==> config.mk <==
export PLATFORM = sky130hd
export DESIGN_NAME = prefix_varint_decoder_top
export DESIGN_NICKNAME = d
export VERILOG_FILES = /design/src/rtl/pvd_pkg.sv /design/src/rtl/pvd_step.sv /design/src/rtl/prefix_varint_decoder_top.sv
export SDC_FILE = /design/constraint.sdc
export NUM_CORES = 1
export LEC_CHECK = 0
export ABC_CLOCK_PERIOD_IN_PS = 4800
export BUFFER_PORTS_ARGS = -buffer_cell sky130_fd_sc_hd__buf_2
export CAP_MARGIN = 20
export CORE_MARGIN = 4
export CORE_UTILIZATION = 35
export CTS_BUF_LIST = sky130_fd_sc_hd__clkbuf_4
export CTS_CLUSTER_SIZE = 8
export DETAILED_ROUTE_END_ITERATION = 8
export REMOVE_ABC_BUFFERS = 1
export SETUP_SLACK_MARGIN = 0.3
export SYNTH_ARGS = -nofsm -noshare
export SYNTH_HDL_FRONTEND = slang
export SYNTH_SLANG_ARGS = --single-unit
==> constraint.sdc <==
create_clock -name clk -period 4.8 [get_ports clk]
set_clock_uncertainty 0.2 [all_clocks]
set_input_delay 0.24 -clock clk [delete_from_list [all_inputs] [get_ports clk]]
set_output_delay 0.24 -clock clk [all_outputs]
set_load 0.02 [all_outputs]
==> src/rtl/pvd_pkg.sv <==
// Shared types and constants for the prefix varint decoder.
package pvd_pkg;

  localparam logic [7:0] HDR_MASK_1 = 8'h3F;
  localparam logic [7:0] HDR_MASK_2 = 8'h1F;
  localparam logic [7:0] HDR_MASK_3 = 8'h0F;
  localparam int unsigned QUEUE_DEPTH = 2;

  typedef struct packed {
    logic [2:0]  bytes_left;
    logic [2:0]  code_length;
    logic [31:0] accumulator;
  } pvd_state_t;

  typedef struct packed {
    logic        valid;
    logic [31:0] value;
    logic [2:0]  encoded_length;
    logic        truncated;
  } pvd_result_t;

endpackage

==> src/rtl/pvd_step.sv <==
// Combinational decode of one stream byte against the current code state.
module pvd_step import pvd_pkg::*; (
  input  pvd_state_t  cur,
  input  logic [7:0]  data_byte,
  input  logic        stream_end,
  output pvd_state_t  nxt,
  output pvd_result_t res
);

  logic [2:0]  ones;
  logic [31:0] shifted;
  logic [2:0]  left_dec;

  always_comb begin
    if (!data_byte[7]) begin
      ones = 3'd0;
    end else if (!data_byte[6]) begin
      ones = 3'd1;
    end else if (!data_byte[5]) begin
      ones = 3'd2;
    end else if (!data_byte[4]) begin
      ones = 3'd3;
    end else begin
      ones = 3'd4;
    end
  end

  assign shifted  = {cur.accumulator[23:0], data_byte};
  assign left_dec = cur.bytes_left - 3'd1;

  always_comb begin
    nxt = '0;
    res = '0;
    if (cur.bytes_left == 3'd0) begin
      // Header byte: leading ones give the count of payload bytes.
      case (ones)
        3'd0: begin
          res.valid          = 1'b1;
          res.value          = {24'd0, data_byte};
          res.encoded_length = 3'd1;
        end
        3'd1: nxt.accumulator = {24'd0, data_byte & HDR_MASK_1};
        3'd2: nxt.accumulator = {24'd0, data_byte & HDR_MASK_2};
        3'd3: nxt.accumulator = {24'd0, data_byte & HDR_MASK_3};
        default: nxt.accumulator = '0;
      endcase
      if (ones != 3'd0) begin
        nxt.bytes_left  = ones;
        nxt.code_length = ones + 3'd1;
        if (stream_end) begin
          nxt                = '0;
          res.valid          = 1'b1;
          res.encoded_length = 3'd1;
          res.truncated      = 1'b1;
        end
      end
    end else begin
      nxt.accumulator = shifted;
      nxt.bytes_left  = left_dec;
      nxt.code_length = cur.code_length;
      if (left_dec == 3'd0) begin
        nxt                = '0;
        res.valid          = 1'b1;
        res.value          = shifted;
        res.encoded_length = cur.code_length;
      end else if (stream_end) begin
        nxt                = '0;
        res.valid          = 1'b1;
        res.encoded_length = cur.code_length - left_dec;
        res.truncated      = 1'b1;
      end
    end
  end

endmodule

==> src/rtl/prefix_varint_decoder_top.sv <==
// Top level of the prefix varint decoder: input register, decode step, result queue.
//
// The input channel (in_valid/in_ready) carries one stream byte per item,
// with stream_end set on the last byte of a stream. The output channel
// (out_valid/out_ready) carries one decoded result per item: the 32-bit
// value, its encoded length in bytes and a truncated flag. A result is made
// when a code completes, or when the stream ends inside a code, in which
// case value is zero and the length counts the bytes seen of that code.
// Bytes that neither finish a code nor end one inside a code make no result.
//
// An accepted byte lands in the input register, where it is decoded
// against the code state; its result, if any, is written into a
// two-entry result queue once the queue can take it. out_valid is driven
// from the queue count, so a result is offered once it is in the queue.
// The block takes one byte per cycle while the queue can take a result.
// When the receiver stalls, the queue keeps taking results until both
// entries hold data, then the input register holds and in_ready falls.
// Synchronous reset empties the input register and the queue and returns
// the decoder to waiting for a header byte.
module prefix_varint_decoder_top import pvd_pkg::*; (
  input  logic        clk,
  input  logic        rst,
  input  logic        in_valid,
  output logic        in_ready,
  input  logic [7:0]  data_byte,
  input  logic        stream_end,
  output logic        out_valid,
  input  logic        out_ready,
  output logic [31:0] value,
  output logic [2:0]  encoded_length,
  output logic        truncated
);

  // Input register.
  logic       s1_valid;
  logic [7:0] s1_byte;
  logic       s1_end;

  // Code state.
  pvd_state_t  state;
  pvd_state_t  state_next;
  pvd_result_t step_res;

  // Result queue.
  pvd_result_t queue [QUEUE_DEPTH];
  logic        wr_ptr;
  logic        rd_ptr;
  logic [1:0]  count;

  logic space;
  logic s1_adv;
  logic push;
  logic pop;

  pvd_step u_step (
    .cur        (state),
    .data_byte  (s1_byte),
    .stream_end (s1_end),
    .nxt        (state_next),
    .res        (step_res)
  );

  // The queue can take a result if an entry is free or one leaves now.
  assign space    = (count != 2'(QUEUE_DEPTH)) || out_ready;
  assign s1_adv   = s1_valid && space;
  assign in_ready = !s1_valid || space;
  assign push     = s1_adv && step_res.valid;
  assign pop      = out_valid && out_ready;

  always_ff @(posedge clk) begin
    if (rst) begin
      s1_valid <= 1'b0;
    end else if (in_ready) begin
      s1_valid <= in_valid;
    end
    if (in_ready && in_valid) begin
      s1_byte <= data_byte;
      s1_end  <= stream_end;
    end
  end

  always_ff @(posedge clk) begin
    if (rst) begin
      state <= '0;
    end else if (s1_adv) begin
      state <= state_next;
    end
  end

  always_ff @(posedge clk) begin
    if (rst) begin
      wr_ptr <= 1'b0;
      rd_ptr <= 1'b0;
      count  <= 2'd0;
    end else begin
      if (push) begin
        wr_ptr <= !wr_ptr;
      end
      if (pop) begin
        rd_ptr <= !rd_ptr;
      end
      count <= count + {1'b0, push} - {1'b0, pop};
    end
    if (push) begin
      queue[wr_ptr] <= step_res;
    end
  end

  assign out_valid      = (count != 2'd0);
  assign value          = queue[rd_ptr].value;
  assign encoded_length = queue[rd_ptr].encoded_length;
  assign truncated      = queue[rd_ptr].truncated;

`ifndef SYNTHESIS
  a_count_range: assert property (@(posedge clk) disable iff (rst)
    count <= 2'(QUEUE_DEPTH))
    else $error("result queue count out of range");

  a_no_overflow: assert property (@(posedge clk) disable iff (rst)
    !(push && !pop && count == 2'(QUEUE_DEPTH)))
    else $error("result written into a full queue");

  a_idle_after_result: assert property (@(posedge clk) disable iff (rst)
    push |=> (state.bytes_left == 3'd0 && state.accumulator == 32'd0))
    else $error("decoder not idle after a result");

  a_bytes_left_range: assert property (@(posedge clk) disable iff (rst)
    state.bytes_left <= 3'd4)
    else $error("bytes left beyond longest code");
`endif

endmodule

Word level (Yosys, flattened, before mapping)
Memory sizes are Yosys's and may differ from the RTL's. A register that Yosys moved wholly into a read port is not among the register bits.
Cells that the tools add are included.
W data, S select, Z words.
{"block": "totals", "n_memories": 1, "romBits": 0, "elab_cells": 61, "ramBits": 74, "output_inout_bits": 38, "regBits": 44, "inputBits": 13, "latch_bits": 0}
{"block": "op_classes", "reduce_logical": 16, "addsub": 5, "eq_ne": 4, "order_cmp": 0, "n_div": 0, "n_bitwise": 0, "shifts": 0, "mux": 26, "n_mul": 0}
{"memory": "queue", "words": 2, "word_bits": 37, "read_ports": 1, "rd_ports_with_merged_regs": 1, "write_ports": 1, "line": "prefix_varint_decoder_top.sv:45", "text": "pvd_result_t queue [QUEUE_DEPTH];"}
{"operator": "$mux W38", "n": 5}
{"operator": "$mux W37", "n": 1}
{"operator": "$mux W36", "n": 1}
{"operator": "$mux W32", "n": 1}
{"operator": "$pmux W6 S3", "n": 1}
{"operator": "$mux W3", "n": 5}
{"operator": "$mux W4", "n": 3}
{"operator": "$logic_not A3 Y1", "n": 3}
{"operator": "$mux W1", "n": 9}
{"operator": "$eq A3 B2 Y1 const B", "n": 2}
{"operator": "$reduce_bool A3 Y1", "n": 2}
{"operator": "$logic_and A1 B1 Y1", "n": 4}
{"operator": "$add A3 B1 Y3 const B", "n": 1}
{"operator": "$eq A3 B1 Y1 const B", "n": 1}
{"operator": "$logic_not A1 Y1", "n": 3}
{"operator": "$sub A3 B1 Y3 const B", "n": 1}
{"operator": "$sub A3 B3 Y3", "n": 1}
{"operator": "$add A2 B1 Y2", "n": 1}
{"operator": "$logic_or A1 B1 Y1", "n": 2}
{"operator": "$ne A2 B2 Y1 const B", "n": 1}
{"operator": "$reduce_and A2 Y1", "n": 1}
{"operator": "$reduce_bool A2 Y1", "n": 1}
{"operator": "$sub A2 B1 Y2", "n": 1}

Depth between registers and ports, before layout
{"block": "logic_depth", "ltp_word": 12, "mapped_depth": 13, "mapped_depth_nobuf": 11}

Modules after synthesis
Synthesis repeated with hierarchy kept, for this count alone.
{"block": "hier_totals", "hier_cells": 499, "area_unflattened_um2": 5833.1}
{"mod": "prefix_varint_decoder_top", "area_each_um2": 4880.9, "cells_each": 319, "n_inst": 1}
{"mod": "pvd_step", "area_each_um2": 952.2, "cells_each": 180, "n_inst": 1}

Least setup slack after synthesis
No wires, ideal clock.
{"block": "synth_timing", "path_type": "reg-to-reg", "startpoint": "reg s1_byte[5]", "endpoint": "mem queue[0][0] in the netlist's numbering (enable)", "stages_incl_launch_ff": 8, "setup_ns": 0.429, "arrival_time_ns": 3.187, "slack_ns": 0.984, "path_buffers": 1, "path_cell_list": "edfxtp_1 nor2b_1 o21ai_0 ha_1 and3_1 clkbuf_1 o21ai_1 nor2_1"}
{"block": "synth_via", "elab_chain_cells": 11, "elab_cells_between_ends": 12, "cone_classes": "mux (9); reduce/logical (3)"}
{"item": "start, declared", "line": "prefix_varint_decoder_top.sv:36", "text": "logic [7:0] s1_byte;"}
{"item": "start signal, assigned", "line": "prefix_varint_decoder_top.sv:77", "text": "s1_byte <= data_byte;"}
{"item": "$mux W3 (*)", "line": "pvd_step.sv:19", "text": "end else if (!data_byte[5]) begin"}
{"item": "$mux W3 (*)", "line": "pvd_step.sv:17", "text": "end else if (!data_byte[6]) begin"}
{"item": "$mux W3 (*)", "line": "pvd_step.sv:15", "text": "if (!data_byte[7]) begin"}
{"item": "$logic_not A3 Y1", "line": "pvd_step.sv:36", "text": "case (ones)"}
{"item": "$mux W36", "line": "pvd_step.sv:36"}
{"item": "$mux W1", "line": "pvd_step.sv:50", "text": "if (stream_end) begin"}
{"item": "$mux W1 (*)", "line": "pvd_step.sv:47", "text": "if (ones != 3'd0) begin"}
{"item": "$mux W37 (*)", "line": "pvd_step.sv:34", "text": "if (cur.bytes_left == 3'd0) begin"}
{"item": "$logic_and A1 B1 Y1 (*)", "line": "prefix_varint_decoder_top.sv:67", "text": "assign push = s1_adv && step_res.valid;"}
{"item": "$mux W1 (*)", "line": "prefix_varint_decoder_top.sv:104", "text": "if (push) begin"}
{"item": "$mux W1 (implied by the code) (*)", "line": "prefix_varint_decoder_top.sv:105", "text": "queue[wr_ptr] <= step_res;"}
{"item": "end, declared", "line": "prefix_varint_decoder_top.sv:45"}
Every way passes the cells marked *; elsewhere a longest branch is shown, timed or not.

Final worst setup path
{"block": "layout_timing", "startpoint": "reg s1_byte[5]", "endpoint": "reg count[1]"}
{"block": "layout_via", "elab_chain_cells": 11, "elab_cells_between_ends": 12, "cone_classes": "add/sub (2); mux (7); reduce/logical (3)"}
{"item": "$mux W3 (*)", "line": "pvd_step.sv:19"}
{"item": "$mux W3 (*)", "line": "pvd_step.sv:17"}
{"item": "$mux W3 (*)", "line": "pvd_step.sv:15"}
{"item": "$logic_not A3 Y1", "line": "pvd_step.sv:36"}
{"item": "$mux W36", "line": "pvd_step.sv:36"}
{"item": "$mux W1", "line": "pvd_step.sv:50"}
{"item": "$mux W1 (*)", "line": "pvd_step.sv:47"}
{"item": "$mux W37 (*)", "line": "pvd_step.sv:34"}
{"item": "$logic_and A1 B1 Y1 (*)", "line": "prefix_varint_decoder_top.sv:67"}
{"item": "$add A2 B1 Y2 (*)", "line": "prefix_varint_decoder_top.sv:102", "text": "count <= count + {1'b0, push} - {1'b0, pop};"}
{"item": "$sub A2 B1 Y2 (*)", "line": "prefix_varint_decoder_top.sv:102"}
{"item": "end signal, assigned", "line": "prefix_varint_decoder_top.sv:102"}
{"item": "end, declared", "line": "prefix_varint_decoder_top.sv:48", "text": "logic [1:0] count;"}
Marked as above.
A chain may end at the register's enable or synchronous reset.

==> impl_metrics.csv <==
group,metric,value,unit
route,dr_total_vias,2954,
timing,slew_headroom,31.31,%
synthesis,synth_cells,348,
worst_hold_path,holdPathEnd,"s1_end",
floorplan,rows,42,
synthesis,synth_edf_count,81,
timing,finalCriticalPeriod,3.163,ns
global_routing,grt_max_degree,37,
worst_setup_path,r2r-end,"count[1]",
placed_design,portBuffers,50,
floorplan,ioPinCount,51,
clock_tree,cts_tree,"done",
clock_tree,clock-sinks,117,
worst_setup_path,required,4.98,ns
worst_setup_path,cp_max_fo,6,
synthesis,syn_avg_cell_area,14.04,um2
worst_setup_path,critPathBufInv,1,
timing,drv_slew,0,
finish,drive_above_1_share,31.55,%
worst_hold_path,hp-start,"stream_end",
flow_run,maxCapViolCount,0,
clock_tree,clkLatencyLatePin,0.50,ns
timing,tightest_slew,1.029,ns
route,drt_first_pass_iters,4,
power_and_ir_drop,leakage,2.109,nW
placed_design,gp_congestion,0.8921,
clock_tree,cts_buffer_depth,2,
timing,fin_tns_setup,0,ns
route,route.detailed.drc,0,
floorplan,fp.coreArea,0.01345,mm2
worst_setup_path,critPathLaunchType,"register",
clock_tree,cts_made_buffers,17,
worst_setup_path,worstSetupPathType,"reg2reg",
worst_setup_path,cpMostUsedCell,"ha_1",
worst_setup_path,cp_slowest_cell,"edfxtp_1",
timing,hold_viol_final,0,
clock_tree,root_buffer,"clkbuf_4",
finish,layout_commonest_cell,"edfxtp_1",
worst_setup_path,slowest_delay,0.48,ns
worst_setup_path,crit_family,"adder cells",
worst_hold_path,hp-class,"in2reg",
floorplan,dieArea,0.01592,mm2
worst_setup_path,rrSetupSlack,1.64,ns
worst_setup_path,reg2reg_from,"s1_byte[5]",
global_routing,grt_usage,12.34,%
finish,fin_util,42.89,%
route,routed_wl,9.519,mm
timing,fin_crit_sh,65.89,%
route,postRouteAntennaNets,0,
worst_setup_path,crit_chain,"nor2b_1 -> o21ai_0 -> ha_1 -> and3_1 -> o21ai_1 -> ha_1 -> inv_1 -> ha_1 -> xor2_1 -> xnor2_1 -> nor2_1",
timing,rsz0062_at_grt,"false",
synthesis,synth_area,0.004887,mm2
global_routing,overflow,0,
finish,layout_common_cells,"81 x edfxtp_1, 50 x buf_2, 36 x mux2_2, 36 x dfxtp_1, 27 x and2_1",
synthesis,yosysWarnings,0,
floorplan,initial_utilization,36.33,%
power_and_ir_drop,p_per_area,421.9,mW/mm2
finish,n_antenna_cell,0,
clock_tree,clk_pin_slew,0.12,ns
worst_setup_path,critPathCaptureType,"register",
timing,setup_viol,0,
worst_setup_path,r2r_cells,11,
route,wl_per_cell,15.68,um
timing,fmax,0.3162,GHz
synthesis,synth.distinct_cells,53,
global_routing,grt_pass1_vias,2965,
outcome,status,"finished clean",
floorplan,die-height,126.2,um
synthesis,ys.flop_type,"edfxtp_1",
placed_design,dp_hpwl,6.109,mm
power_and_ir_drop,ir_drop,0.0002001,V
finish,syn_to_final_growth,18.07,%
global_routing,antenna_found_initial,0,
worst_hold_path,hold_depth,2,
synthesis,synth-seq-cells,117,
route,drtIter0Drc,198,
synthesis,ys_seq_area_share,64.52,%
clock_tree,post_cts_resize_count,0,
finish,layout.nets,440,
route,routed_via_density,4.867,
floorplan,die_x,126.2,um
clock_tree,htreeDepth,4,
worst_setup_path,crit_arrival,3.34,ns
synthesis,async_reset_ff_share,0,%
global_routing,grt_pass1_wl,15.28,mm
==> where the power goes <==
group | switching, mW | internal [mW] | leakage [nW]
Clock | 0.394 | 0.314 | 0.158
Combinational | 0.327 | 0.228 | 0.895
Sequential | 0.0300 | 1.14 | 1.06
==> cell families (layout without fill, tap and decap cells) <==
group           Yosys count  after routing  share of synthesized area (%)
fa+ha+maj                 9              9                          2.458
compound gates           58             58                          9.652
xor+xnor                  4              4                         0.7170
buf+inv                  31            114                          2.944
mux                      39             39                          8.909
simple gates             90             90                          10.80
flops                   117            117                          64.52
==> worst max-delay path by stage <==
stage	from	end	slack, ns	cells after the start
4_1_cts	s1_byte[5]	queue[0][8]	1.34	6
2_1_floorplan	s1_byte[5]	queue[0][0]	1.07	6
5_1_grt	s1_byte[5]	count[1]	1.42	11
3_5_place_dp	s1_byte[5]	queue[0][31]	1.34	6
3_3_place_gp	s1_byte[5]	queue[0][22]	1.51	6
6_report	s1_byte[5]	count[1]	1.64	11
==> cells in the mapped netlist, drive strengths merged, types with 3 or more instances <==
cell type  count  area, um2
edfxtp        81       2432
dfxtp         36      720.7
mux2          36      405.4
and2          27      168.9
a22o          22      192.7
nor2          15      61.31
buf           14      78.82
inv           13      48.80
nand2         12      50.05
nor2b          9      56.30
ha             8      100.1
nand3          8      45.04
o21ai          8      43.79
a21oi          6      30.03
nand2b         5      31.28
a31oi          4      25.02
clkbuf         4      16.26
a211oi         3      27.52
mux2i          3      30.03
nor3           3      15.01
xnor2          3      26.28
==> layout make-up <==
| class | instances | area [um2] |
|---|---|---|
| fillers | 1301 | 7682 |
| well taps | 176 | 220.2 |
| repair buffers | 69 | 459.2 |
| flip-flops and latches | 117 | 3153 |
| clock buffers | 17 | 127.6 |
| multi-input cells | 200 | 1605 |
| inverters | 13 | 48.80 |
| clock inverters | 15 | 156.4 |
==> flip-flops by register name (all words and copies together), names as in the netlist, named ones only <==
signal and flops:
count 2, queue 72, rd_ptr 1, s1_byte 8, s1_end 1, s1_valid 1, state 30, wr_ptr 1
==> worst register-to-register path, stage by stage (launching register included) <==
cell	delay [ns]
edfxtp_1	0.48
nor2b_1	0.18
o21ai_0	0.40
ha_1	0.33
and3_1	0.31
o21ai_1	0.23
ha_1	0.36
inv_1	0.06
ha_1	0.14
xor2_1	0.18
xnor2_1	0.14
nor2_1	0.06
==> through the flow <==
step / std cells / worst slack (ns) / power (mW) / hold slack (ns) / area, um2
2_1_floorplan: 330 / 1.068 / 1.568 / 0.1046 / 4792
3_3_place_gp: 557 / 1.509 / 1.739 / 0.2206 / 5285
3_5_place_dp: 557 / 1.341 / 1.743 / 0.2191 / 5285
4_1_cts: 604 / 1.335 / 2.461 / 0.1914 / 5719
5_1_grt: 607 / 1.416 / 2.563 / 0.2046 / 5771
6_report: 607 / 1.637 / 2.435 / 0.2414 / 5771
==> layer usage <==
metal / wire length [um] / vias to the layer above / part of all wire, % / track usage (%)
met2: 4486 / 74 / 47 / 19.66
met4: 115 / 0 / 1.2 / 4.543
met1: 4525 / 1417 / 48 / 16.04
li1: - / 1448 / - / -
met5: 0 / - / 0 / 0
met3: 392 / 15 / 4.1 / 3.556
==> repair_timing <==
item                                   CTS  global route
buffers inserted                         0             0
endpoints found under the hold margin   16             0
hold buffers                            15             0
(Power assumes the default switching activity.)
